**src/sv/graph_degree_counter_defines.svh**
```systemverilog
// assertion macros used by the degree counter back end
`ifndef GRAPH_DEGREE_COUNTER_DEFINES_SVH
`define GRAPH_DEGREE_COUNTER_DEFINES_SVH

// same-cycle implication, checked outside reset
`define GDC_ASSERT_NOW(label, clk, rst_n, ante, cons, msg) \
	label: assert property (@(posedge clk) disable iff (!rst_n) (ante) |-> (cons)) \
		else $error(msg);

// next-cycle implication, checked outside reset
`define GDC_ASSERT_NEXT(label, clk, rst_n, ante, cons, msg) \
	label: assert property (@(posedge clk) disable iff (!rst_n) (ante) |=> (cons)) \
		else $error(msg);

`endif

```
**src/sv/gdc_pkg.sv**
```systemverilog
package gdc_pkg;

	// field widths and table size
	localparam int VERTEX_W     = 10;
	localparam int MAX_VERTICES = 1 << VERTEX_W;
	localparam int DEGREE_W     = 32;
	localparam int LIMIT_W      = VERTEX_W + 1;
	localparam int MODE_W       = 2;
	localparam int OP_W         = 2;
	localparam int CFG_DATA_W   = LIMIT_W;
	localparam int S_TDATA_W    = 24;
	localparam int M_TDATA_W    = 48;
	localparam int QUEUE_DEPTH  = 2;

	// operation codes carried in tuser
	typedef enum logic [OP_W-1:0] {
		OP_ADD_EDGE = 2'd0,
		OP_QUERY    = 2'd1,
		OP_CLEAR    = 2'd2
	} op_t;

	// degree modes
	typedef enum logic [MODE_W-1:0] {
		MODE_IN         = 2'd0,
		MODE_OUT        = 2'd1,
		MODE_UNDIRECTED = 2'd2
	} mode_t;

	// register indexes
	localparam logic CFG_DEGREE_MODE  = 1'b0;
	localparam logic CFG_VERTEX_COUNT = 1'b1;

	// classified command handed from front to back
	typedef enum logic [1:0] {
		CMD_BUMP  = 2'd0,
		CMD_QUERY = 2'd1,
		CMD_CLEAR = 2'd2
	} cmd_kind_t;

	typedef struct packed {
		cmd_kind_t             kind;
		logic [VERTEX_W-1:0]   addr_a;
		logic                  en_a;
		logic [VERTEX_W-1:0]   addr_b;
		logic                  en_b;
	} cmd_t;

	// back-end states
	typedef enum logic [1:0] {
		S_CLEAR = 2'd0,
		S_IDLE  = 2'd1,
		S_BUMP  = 2'd2,
		S_QUERY = 2'd3
	} back_state_t;

	// saturating increment
	function automatic logic [DEGREE_W-1:0] sat_inc(input logic [DEGREE_W-1:0] d);
		sat_inc = (d == {DEGREE_W{1'b1}}) ? d : d + 1'b1;
	endfunction

endpackage

```
**src/sv/gdc_queue.sv**
```systemverilog
module gdc_queue (
	input  logic          clk,
	input  logic          arst_n,
	input  logic          push,
	input  gdc_pkg::cmd_t push_cmd,
	output logic          full,
	input  logic          pop,
	output logic          valid,
	output gdc_pkg::cmd_t pop_cmd
);

	localparam int PTR_W = $clog2(gdc_pkg::QUEUE_DEPTH);
	localparam int CNT_W = $clog2(gdc_pkg::QUEUE_DEPTH + 1);

	gdc_pkg::cmd_t    slot_q [gdc_pkg::QUEUE_DEPTH];
	logic [PTR_W-1:0] wr_ptr_q;
	logic [PTR_W-1:0] rd_ptr_q;
	logic [CNT_W-1:0] count_q;

	assign full    = count_q == CNT_W'(gdc_pkg::QUEUE_DEPTH);
	assign valid   = count_q != '0;
	assign pop_cmd = slot_q[rd_ptr_q];

	// storage
	always_ff @(posedge clk) begin
		if (push) begin
			slot_q[wr_ptr_q] <= push_cmd;
		end
	end

	// pointers and fill count
	always_ff @(posedge clk or negedge arst_n) begin
		if (!arst_n) begin
			wr_ptr_q <= '0;
			rd_ptr_q <= '0;
			count_q  <= '0;
		end else begin
			if (push) begin
				wr_ptr_q <= PTR_W'(wr_ptr_q + 1'b1);
			end
			if (pop) begin
				rd_ptr_q <= PTR_W'(rd_ptr_q + 1'b1);
			end
			case ({push, pop})
				2'b10:   count_q <= CNT_W'(count_q + 1'b1);
				2'b01:   count_q <= CNT_W'(count_q - 1'b1);
				default: count_q <= count_q;
			endcase
		end
	end

endmodule

```
**config.mk**
```make
export PLATFORM = sky130hd
export DESIGN_NAME = gdc_queue
export DESIGN_NICKNAME = d
export VERILOG_FILES = /design/src/sv/graph_degree_counter_defines.svh /design/src/sv/gdc_pkg.sv /design/src/sv/gdc_queue.sv
export SDC_FILE = /design/constraint.sdc
export NUM_CORES = 1
export LEC_CHECK = 0
export BUFFER_PORTS_ARGS = -buffer_cell sky130_fd_sc_hd__buf_2
export CORE_MARGIN = 5
export CORE_UTILIZATION = 51
export CTS_BUF_LIST = sky130_fd_sc_hd__clkbuf_16
export CTS_CLUSTER_DIAMETER = 50
export DETAILED_ROUTE_END_ITERATION = 10
export PLACE_DENSITY = 0.82
export SLEW_MARGIN = 20
export SYNTH_ARGS = -nofsm -noshare
export SYNTH_HDL_FRONTEND = slang
export SYNTH_SLANG_ARGS = --single-unit
```
**constraint.sdc**
```tcl
create_clock -name clk -period 2.6 [get_ports clk]
set_input_delay 0.26 -clock clk [delete_from_list [all_inputs] [get_ports clk]]
set_output_delay 0.26 -clock clk [all_outputs]
set_load 0.1 [all_outputs]
```
== Word-level counts from Yosys, hierarchy flattened ==
Memories as Yosys holds them, arrays and structs flattened.
Index checks and enable logic that the tools add are counted.
Storage, ports and cells
  word-level logic and storage cells: 16
  bits in read-only memories: 0
  bits in writable memories: 48
  memories: 1
  register bits: 4
  output and inout bits: 26
  input port bits: 28
  bits in latches: 0
Operators by class
  bitwise gates (word level): 0
  add/subtract/negate cells: 4
  shift operators: 0
  multiply operators: 0
  $lt $le $gt $ge: 0
  divide/modulo/power cells: 0
  mux-type cells: 3
  equal/unequal tests: 3
  reductions and logical operators: 2
Memory list
  slot_q: words 2, width 24, rd ports 1, clocked after memory_dff 0, write ports 1, RTL line gdc_queue.sv:15  | gdc_pkg::cmd_t slot_q [gdc_pkg::QUEUE_DEPTH];
Operator list (count)
  == test 2 bit, second input constant: 2
  case mux 2 bit (2 select lines): 1
  nonzero test 2 bit: 2
  adder 1 bit, second input constant: 2
  adder 2 x 1 -> 2 bit, second input constant: 1
  == test 2 x 1 -> 1 bit, second input constant: 1
  two-way mux 1 bit: 2
  subtractor 2 x 1 -> 2 bit, second input constant: 1

== Depth between registers and ports, before layout ==
  depth in word-level cells: 2
  mapped depth: 5
  mapped depth without buffers: 5

== Least setup slack after synthesis ==
OpenSTA, ideal clock, no wires.
  path kind: register -> output
  from: reg count_q[0]
  to: out full
  arrival time: 1749 ps
  cell stages (with the launch flop): 2
  required time: 2340 ps
  buffers on the path: 0
  setup slack: 591 ps
  path through: dfrtp_1 -> nor2b_1
On the way
  cells in the longest elaborated chain, start to end: 1
RTL lines
  start: declaration: RTL line gdc_queue.sv:18  | logic [CNT_W-1:0] count_q;
  start signal: assignment: RTL line gdc_queue.sv:45  | 2'b10: count_q <= CNT_W'(count_q + 1'b1);
  start signal: assignment: RTL line gdc_queue.sv:46  | 2'b01: count_q <= CNT_W'(count_q - 1'b1);
  start signal: assignment: RTL line gdc_queue.sv:47  | default: count_q <= count_q;
  == test 2 bit: RTL line gdc_queue.sv:20  | assign full = count_q == CNT_W'(gdc_pkg::QUEUE_DEPTH);
  end: declaration: RTL line gdc_queue.sv:6  | output logic full,
Every way passes these cells.

==> results.py <==
metrics = {
    "synth": {
        "synthCells": 91,
        "synth_seq_cells": 52,
        "yosysTopAreaCell": "edfxtp_1",
        "synthTopCellsByArea": "edfxtp_1, mux2_4, dfrtp_1",
        "yosysWarnings": 0,
        "synth.avg_cell_area_sq_um": 22.2,
        "netlist-cell-type-count": 14,
        "synth_area_sq_um": 2020,
        "seq_area_frac_synth_pct": 76.3,
        "synth_nets": 120,
        "synth_top_area_share_pct": 71.3,
    },
    "global_route": {
        "grt_pass1_wl_mm": 5.12,
        "grt-busiest-layer": "met2",
        "grt_util_met3_pct": 5.92,
        "grt_pass1_vias": 1059,
        "grt_util_all_layers_pct": 13.2,
        "grt_max_degree": 25,
        "antenna_found_initial": 0,
        "grt_overflow": 0,
        "met1_usage_pct": 16.0,
        "use_met2_pct": 21.3,
    },
    "die": {
        "io_pins": 54,
        "die_w_microns": 72.9,
        "initial_utilization_pct": 54.0,
        "core_area_sq_um": 3740,
        "die-area_sq_um": 5320,
        "fp.dieH_microns": 72.9,
        "rows": 22,
    },
    "finish": {
        "mostFrequentLayoutCells": "buf_2, edfxtp_1, mux2_4, mux2_2, clkbuf_16",
        "antenna_cells": 0,
        "area_growth_pct": 23.0,
        "fin_nets": 182,
        "fin_util_pct": 66.4,
        "design_area_sq_um": 2490,
        "layout_commonest_cell": "buf_2",
        "drive_gt1_share_pct": 59.1,
    },
    "setup_path": {
        "path_class": "reg2out",
        "slowest_delay_ns": 0.62,
        "critPathTopFamily": "flip-flops",
        "path_cells": "buf_4 -> mux2_4 -> buf_2",
        "crit_required_ns": 2.34,
        "end_kind": "output pin",
        "slowest_stage": "dfrtp_1",
        "start_kind": "flip-flop",
        "r2r_slack_ns": 1.16,
        "cp_num_buf_inv": 2,
        "arrival_ns": 1.82,
        "cp_max_fo": 10,
    },
    "cts": {
        "clock_path_buffers": 2,
        "cts_root_buf": "clkbuf_16",
        "path_clk_slew_ns": 0.06,
        "cts_buffers": 5,
        "clk_latency_ns": 0.28,
        "htreeDepth": 2,
        "post_cts_resized": 0,
        "cts.sinks": 52,
        "cts_tree": "yes",
    },
    "timing": {
        "hold_violations": 0,
        "slew_violations": 0,
        "rsz0062_at_grt": "no",
        "slew_headroom_pct": 67.2,
        "tns_ns": 0,
        "fin_crit_ns": 2.08,
        "setup_viol": 0,
        "skew_ns": 0.00300,
        "fmax_ghz": 0.482,
        "worst_slew_pin_slew_ns": 0.495,
        "whs_ns": 0.163,
        "period_share_pct": 79.9,
    },
    "route": {
        "dr.pass1.iters": 2,
        "via_per_inst": 4.93,
        "drt_iter0_markers": 27,
        "wire_per_inst_microns": 16.4,
        "route.vias.total": 996,
        "wirelength_mm": 3.30,
        "ant_nets": 0,
        "drc": 0,
    },
    "worst_hold_path": {
        "hp-class": "in2reg",
    },
    "placed_design": {
        "portBuffers": 53,
        "place_congestion": 0.718,
        "placed_cell_area_sq_um": 2330,
        "dp_hpwl_mm": 2.46,
    },
    "job": {
        "drv_cap": 0,
    },
    "run_status": {
        "outcome": "finished clean",
    },
}
cell usage after synthesis:
cell and instances:
inv_1 1, dfrtp_1 4, edfxtp_1 48, mux2_2 5, xor2_1 3, xnor2_1 2
ha_1 1, nor2_1 2, nor2b_1 1, buf_6 1, or2_2 1, mux2_4 19
and2_1 1, buf_12 2
worst reg2reg max path, delay by kind of cell, from the launching register on:
kind                   cells  cell delay, ns
buffers and inverters      1            0.33
flip-flops                 1            0.41
AND/OR/NAND/NOR            1            0.39
path summary, 6_finish.rpt:
check                      depth (start not counted)         start       endpoint
hold reg to reg                                    1    count_q[1]     count_q[1]
min in group asynchronous                          2        arst_n     count_q[0]
hold / removal                                     1  push_cmd[11]  slot_q[0][11]
setup reg to reg                                   2      wr_ptr_q  slot_q[1][14]
max in group asynchronous                          2        arst_n       rd_ptr_q
setup / recovery                                   3      rd_ptr_q     pop_cmd[1]
repair_timing:
action,CTS,global route
setup buffers,0,0
endpoints found under the hold margin,4,0
hold buffers,1,0
metrics by stage:
stage,setup slack [ns],cells
final,0.524,202
after CTS,0.508,202
after global placement,0.831,193
after floorplan,0.591,91
after global routing,0.446,202
after detailed placement,0.823,193
final cells by class:
type                            count  area (sq um)
Multi-Input combinational cell     35           427
Timing Repair Buffer               58           305
Sequential cell                    52          1540
Clock inverter                      3          23.8
Fill cell                         274          1260
Inverter                            1          3.75
Tap cell                           48          60.1
Clock buffer                        5           125
metal layers:
metal  part of all wire (%)  vias to the layer above  routed length (microns)
li1                       -                      470                        -
met1                     40                      481                     1320
met2                     50                       43                     1650
met3                    9.6                        2                      318
met4                   0.58                        0                       19
met5                      0                        -                        0
registers in the layout, summed over array words and instances, names as in the netlist:
register and flops:
slot_q 48, count_q 2, rd_ptr_q 1, wr_ptr_q 1
cell families after synthesis:
family                     synth area share (%)
DFF                                        76.3
adders and majority gates                 0.619
muxes                                      16.9
and+or+nand+nor                            1.30
buffers and inverters                      2.72
xor gates and xnor gates                   2.17
Power is not shown: default switching activity piles up to over one toggle a cycle in this logic, so the estimate is an artifact.
