==> config.mk <==
export PLATFORM = sky130hd
export DESIGN_NAME = gdc_front
export DESIGN_NICKNAME = d
export VERILOG_FILES = /design/src/sv/graph_degree_counter_defines.svh /design/src/sv/gdc_pkg.sv /design/src/sv/gdc_front.sv
export SDC_FILE = /design/constraint.sdc
export NUM_CORES = 1
export LEC_CHECK = 0
export ABC_AREA = 0
export BUFFER_PORTS_ARGS = -buffer_cell sky130_fd_sc_hd__buf_2
export CORE_MARGIN = 5
export CORE_UTILIZATION = 45
export DETAILED_ROUTE_END_ITERATION = 7
export PLACE_DENSITY = 0.76
export SYNTH_ARGS = -nofsm -noshare
export SYNTH_HDL_FRONTEND = slang
export SYNTH_SLANG_ARGS = --single-unit
export TNS_END_PERCENT = 100
==> constraint.sdc <==
create_clock -name clk -period 3.75 [get_ports clk]
set_input_delay 0.75 -clock clk [delete_from_list [all_inputs] [get_ports clk]]
set_output_delay 0.75 -clock clk [all_outputs]
set_load 0.01 [all_outputs]
==> src/sv/graph_degree_counter_defines.svh <==
// assertion macros used by the degree counter back end
`ifndef GRAPH_DEGREE_COUNTER_DEFINES_SVH
`define GRAPH_DEGREE_COUNTER_DEFINES_SVH

// same-cycle implication, checked outside reset
`define GDC_ASSERT_NOW(label, clk, rst_n, ante, cons, msg) \
	label: assert property (@(posedge clk) disable iff (!rst_n) (ante) |-> (cons)) \
		else $error(msg);

// next-cycle implication, checked outside reset
`define GDC_ASSERT_NEXT(label, clk, rst_n, ante, cons, msg) \
	label: assert property (@(posedge clk) disable iff (!rst_n) (ante) |=> (cons)) \
		else $error(msg);

`endif

==> src/sv/gdc_pkg.sv <==
package gdc_pkg;

	// field widths and table size
	localparam int VERTEX_W     = 10;
	localparam int MAX_VERTICES = 1 << VERTEX_W;
	localparam int DEGREE_W     = 32;
	localparam int LIMIT_W      = VERTEX_W + 1;
	localparam int MODE_W       = 2;
	localparam int OP_W         = 2;
	localparam int CFG_DATA_W   = LIMIT_W;
	localparam int S_TDATA_W    = 24;
	localparam int M_TDATA_W    = 48;
	localparam int QUEUE_DEPTH  = 2;

	// operation codes carried in tuser
	typedef enum logic [OP_W-1:0] {
		OP_ADD_EDGE = 2'd0,
		OP_QUERY    = 2'd1,
		OP_CLEAR    = 2'd2
	} op_t;

	// degree modes
	typedef enum logic [MODE_W-1:0] {
		MODE_IN         = 2'd0,
		MODE_OUT        = 2'd1,
		MODE_UNDIRECTED = 2'd2
	} mode_t;

	// register indexes
	localparam logic CFG_DEGREE_MODE  = 1'b0;
	localparam logic CFG_VERTEX_COUNT = 1'b1;

	// classified command handed from front to back
	typedef enum logic [1:0] {
		CMD_BUMP  = 2'd0,
		CMD_QUERY = 2'd1,
		CMD_CLEAR = 2'd2
	} cmd_kind_t;

	typedef struct packed {
		cmd_kind_t             kind;
		logic [VERTEX_W-1:0]   addr_a;
		logic                  en_a;
		logic [VERTEX_W-1:0]   addr_b;
		logic                  en_b;
	} cmd_t;

	// back-end states
	typedef enum logic [1:0] {
		S_CLEAR = 2'd0,
		S_IDLE  = 2'd1,
		S_BUMP  = 2'd2,
		S_QUERY = 2'd3
	} back_state_t;

	// saturating increment
	function automatic logic [DEGREE_W-1:0] sat_inc(input logic [DEGREE_W-1:0] d);
		sat_inc = (d == {DEGREE_W{1'b1}}) ? d : d + 1'b1;
	endfunction

endpackage

==> src/sv/gdc_front.sv <==
module gdc_front (
	input  logic                           clk,
	input  logic                           arst_n,
	input  logic                           cfg_we,
	input  logic                           cfg_index,
	input  logic [gdc_pkg::CFG_DATA_W-1:0] cfg_data,
	input  logic                           in_xfer,
	input  logic [gdc_pkg::OP_W-1:0]       operation,
	input  logic [gdc_pkg::VERTEX_W-1:0]   source_vertex,
	input  logic [gdc_pkg::VERTEX_W-1:0]   target_vertex,
	output logic                           push,
	output gdc_pkg::cmd_t                  cmd
);

	logic [gdc_pkg::MODE_W-1:0]  degree_mode_q;
	logic [gdc_pkg::LIMIT_W-1:0] vertex_count_q;
	logic [gdc_pkg::LIMIT_W-1:0] limit;
	logic                        src_ok;
	logic                        dst_ok;
	logic                        keep;

	// configuration registers
	always_ff @(posedge clk or negedge arst_n) begin
		if (!arst_n) begin
			degree_mode_q  <= gdc_pkg::MODE_IN;
			vertex_count_q <= gdc_pkg::LIMIT_W'(gdc_pkg::MAX_VERTICES);
		end else if (cfg_we) begin
			unique case (cfg_index)
				gdc_pkg::CFG_DEGREE_MODE:  degree_mode_q  <= cfg_data[gdc_pkg::MODE_W-1:0];
				gdc_pkg::CFG_VERTEX_COUNT: vertex_count_q <= cfg_data;
				default: ;
			endcase
		end
	end

	// effective vertex limit and range checks
	always_comb begin
		limit = (vertex_count_q > gdc_pkg::LIMIT_W'(gdc_pkg::MAX_VERTICES))
			? gdc_pkg::LIMIT_W'(gdc_pkg::MAX_VERTICES) : vertex_count_q;
		src_ok = {1'b0, source_vertex} < limit;
		dst_ok = {1'b0, target_vertex} < limit;
	end

	// classify the item; edges that count nothing and unused codes are dropped
	always_comb begin
		cmd        = '0;
		cmd.kind   = gdc_pkg::CMD_BUMP;
		cmd.addr_a = source_vertex;
		keep       = 1'b0;
		unique case (gdc_pkg::op_t'(operation))
			gdc_pkg::OP_ADD_EDGE: begin
				cmd.kind = gdc_pkg::CMD_BUMP;
				case (gdc_pkg::mode_t'(degree_mode_q))
					gdc_pkg::MODE_IN: begin
						cmd.addr_a = target_vertex;
						cmd.en_a   = dst_ok;
					end
					gdc_pkg::MODE_OUT: begin
						cmd.en_a = src_ok;
					end
					gdc_pkg::MODE_UNDIRECTED: begin
						// second endpoint only when distinct; lone one moves to slot a
						if (src_ok) begin
							cmd.en_a   = 1'b1;
							cmd.addr_b = target_vertex;
							cmd.en_b   = dst_ok && (target_vertex != source_vertex);
						end else begin
							cmd.addr_a = target_vertex;
							cmd.en_a   = dst_ok;
						end
					end
					default: cmd.en_a = 1'b0;
				endcase
				keep = cmd.en_a;
			end
			gdc_pkg::OP_QUERY: begin
				cmd.kind = gdc_pkg::CMD_QUERY;
				cmd.en_a = src_ok;
				keep     = 1'b1;
			end
			gdc_pkg::OP_CLEAR: begin
				cmd.kind = gdc_pkg::CMD_CLEAR;
				keep     = 1'b1;
			end
			default: keep = 1'b0;
		endcase
	end

	assign push = in_xfer && keep;

endmodule

[After elaboration in Yosys (flattened, before gate mapping)]
Index checks and enable logic that the tools add are counted.
Word-level totals
  flip-flop bits (word level): 13
  latch bits: 0
  RAM bits: 0
  ROM bits: 0
  output and inout port bits: 25
  word-level logic and storage cells: 30
  memories: 0
Cells by class
  $add $sub $neg: 0
  multipliers: 0
  divide/modulo/power cells: 0
  $lt $le $gt $ge: 3
  equal/unequal tests: 5
  shifts and indexed selects: 0
  mux-type cells: 12
  bitwise operators: 1
  reductions and logical operators: 7
Operators by type and width (number)
  two-way mux 11 bit: 4
  < comparator 10 x 11 -> 1 bit: 2
  two-way mux 10 bit: 2
  one-hot mux 10 bit (2 select lines): 1
  > comparator 11 bit, second input constant: 1
  inequality test 10 bit: 1
  == test 2 x 1 -> 1 bit, second input constant: 2
  == test 2 bit, second input constant: 2
  logical NOT 2 bit: 2
  one-hot mux 1 bit (2 select lines): 2
  one-hot mux 2 bit (2 select lines): 1
  AND reduction 2 bit: 2
  one-hot mux 1 bit (3 select lines): 1
  logical AND 1 bit: 2
  OR reduction 2 bit: 1
  two-way mux 1 bit: 1
  inverter 1 bit: 1

[Longest topological paths before layout]
  depth in word-level cells: 7
  gate-level depth with buffers: 9
  mapped depth without buffers: 7

[Worst setup path after synthesis]
No wires, ideal clock.
  path kind: register -> output
  from: register vertex_count_q[10] (netlist name)
  to: output port cmd[12] (netlist name)
  arrival: 2.363 ns
  setup slack: 0.637 ns
  stages on the path, launching flop included: 10
  cells stage by stage: dfstp_2 -> clkbuf_1 -> nand2b_1 -> ha_1 -> a211o_1 -> a31oi_2 -> nor3_1 -> o31a_1 -> buf_6 -> mux2_4
RTL lines
  start, declared: line gdc_front.sv:16  | logic [gdc_pkg::LIMIT_W-1:0] vertex_count_q;
  start signal, assigned: line gdc_front.sv:26  | vertex_count_q <= gdc_pkg::LIMIT_W'(gdc_pkg::MAX_VERTICES);
  start signal, assigned: line gdc_front.sv:30  | gdc_pkg::CFG_VERTEX_COUNT: vertex_count_q <= cfg_data;
  end, declared: line gdc_front.sv:12  | output gdc_pkg::cmd_t cmd

==> results.tsv <==
metric	value	unit
status	finished, final reports clean	
chip height	66.84	um
cells along the critical path	nand2b_1, ha_1, a211o_1, a31oi_2, nor3_1, o31a_1, buf_4, mux2_4, buf_2	
cts bufs inserted	3	
CTS HTree Levels	1	
ys flop type	dfrtp_1	
Worst-Margin Slew	0.6609	ns
CP top delay family	compound AO/OA/AOI/OAI gates	
final period utilization	0.9463	
first-pass GRT wire length	5609	um
RSZ-0062 raised after global routing	false	
detailed-route via count	1310	
total global-route track usage	0.1596	
Final Hold Fails	0	
CP required	3.00	ns
GP Congestion	0.8157	
crit path kind	flop to primary output	
crit end category	primary output	
cell total after placement	250	
# Max-Cap Violations	0	
asr flop ratio synth	1.000	
CP bufs+invs	2	
TNS Setup	0	ns
Synth Register Bits	13	
Critical Path Fanout Max	10	
min-delay worst type	input port to asynchronous set/reset pin	
met2 usage	0.2847	
share of post-route cells with drive strength above 1	0.4481	
clk buf depth	2	
max-slew violations	0	
Pre-Repair DR Iteration Count	4	
Detailed Place HPWL	2984	um
Seq/Total Area, Yosys	0.2246	
element type at the critical path start	flop	
port buffer count	62	
slew margin rel.	0.5538	
WL final	3488	um
post-synthesis net count	206	
Synth Instances	146	
die area	4468	um2
Cell Area, Synth	1454	um2
row count	20	
root buf cell	clkbuf_4	
DR DRC count	0	
DP Area	1812	um2
# IOs	63	
Crit-path slowest cell	dfstp_2	
Clock Skews	0	ns
Mean Syn Cell Area	9.958	um2
worst setup margin	0.2014	ns
number of synthesized flops with an enable pin	0	
layout net count	273	
ant diodes	0	
area grow syn2layout	27.80	%
Core ar.	3078	um2
grt met3 use	0.02024	
post-route cell area	1858	um2
Power Density	271.6	nW/um2
CTS tree	done	
number of global-route vias before repair	1284	
pin count of the biggest net entering global routing	17	
Clock Sinks	13	
Reg clk slew, reported paths	0.07	ns
initial antenna violation count	0	
Skew-Pair Late Insertion Delay	0.27	ns
Fill cells	294	
DIE WIDTH	66.84	um
Yosys cell types	37	
dpl ws	0.3525	ns
Initial Util	0.4724	
hold_buf cts	0	
CP peak stage delay	0.59	ns
synth warn	0	
fmax	281.8	MHz
DRT iter0 DRCs	53	
GR Overflow Total	0	
grt peak-use layer	met2	
wire per inst	13.63	um
vias per cell	5.117	
Lkg Pwr	0.0009228	uW
met1 Use GR	0.2016	
CP arrival	2.80	ns
antenna-violating nets left	0	
Setup Viol. Count Final	0	
non-filler instance count after layout	256	
Final min period	3.549	ns
Max VDD drop	0.2320	mV
-- final cells by class --
type	instances	area (um2)	area share
multi-input cells	126	1099	0.5912
repair buffers	66	340.3	0.1832
flip-flops and latches	13	326.6	0.1758
well taps	44	55.05	0.02963
clock buffers	4	26.28	0.01414
inverters	3	11.26	0.006061
-- per-layer routing --
| metal | wire [um] | share of wire |
|---|---|---|
| met5 | 0 | 0 |
| met1 | 1578 | 0.45 |
| met3 | 258 | 0.074 |
| met4 | 14 | 0.0040 |
| met2 | 1636 | 0.47 |
-- timing repair --
action	4_1_cts	5_1_grt
buffers inserted	0	2
setup endpoints to repair	0	6
resized for setup	0	1
-- flip-flops by register name (all words and copies together) (netlist names) --
| signal | cells |
|---|---|
| vertex_count_q | 11 |
| degree_mode_q | 2 |
-- stage by stage --
step | hold slack, ns | power (uW) | utilization
floorplan | 0.4544 | 337.7 | -
global placement | 0.4898 | 412.4 | 0.5886
detailed placement | 0.4989 | 418.5 | 0.5886
CTS | 0.3484 | 505.0 | 0.5972
global route | 0.3508 | 551.1 | 0.6037
finish | 0.3492 | 504.6 | 0.6037
-- cells in the mapped netlist (4+ instances only) --
| library cell | count | area share |
|---|---|---|
| ha_1 | 22 | 0.19 |
| dfrtp_1 | 12 | 0.21 |
| mux2_2 | 12 | 0.093 |
| nand2b_1 | 12 | 0.052 |
| and2_1 | 10 | 0.043 |
| mux2_4 | 10 | 0.10 |
| xnor2_1 | 8 | 0.048 |
| nand2_1 | 6 | 0.015 |
| o21ai_0 | 6 | 0.021 |
| nor3_1 | 4 | 0.014 |
-- cell usage in the layout, fill, tap and decap left out, types with 2 or more instances in the layout --
master	synthesis	routed
a21o_1	2	2
a21oi_1	3	3
and2_1	10	10
buf_2	0	62
buf_4	0	4
clkbuf_4	0	3
dfrtp_1	12	12
ha_1	22	22
inv_1	3	3
mux2_2	12	12
mux2_4	10	10
nand2_1	6	6
nand2b_1	12	12
nand4_1	3	3
nor2_1	3	3
nor2b_1	3	3
nor3_1	4	3
o211ai_1	3	3
o21ai_0	6	6
xnor2_1	8	8
xor2_1	3	3
-- logic make-up (layout without fill, tap and decap cells) --
kind of cell | count (synthesis) | in the layout | synth area share
simple gates | 47 | 47 | 0.1868
compound gates | 24 | 24 | 0.1136
fa+ha+maj | 22 | 22 | 0.1893
mux | 22 | 22 | 0.1962
flops | 13 | 13 | 0.2246
xor+xnor | 11 | 11 | 0.06627
buf+inv | 7 | 73 | 0.02323
-- worst paths after layout --
| path | start | to | slack, ns | cells after the start |
|---|---|---|---|---|
| setup / recovery | vertex_count_q[10] | cmd[17] | 0.20 | 9 |
| hold / removal | arst_n | vertex_count_q[8] | 0.35 | 1 |
| setup reg to reg | vertex_count_q[10] | vertex_count_q[10] | 2.95 | 1 |
| hold reg to reg | vertex_count_q[5] | vertex_count_q[5] | 0.51 | 1 |
| max in group asynchronous | arst_n | vertex_count_q[10] | 3.12 | 1 |
| min in group clk | vertex_count_q[5] | vertex_count_q[5] | 0.51 | 1 |
-- power breakdown --
part | switching, uW | internal, uW | total [uW]
registers | 14.7 | 162 | 177
clock network | 42.7 | 41.2 | 84.0
logic | 120 | 124 | 244
(Power assumes the default switching activity.)
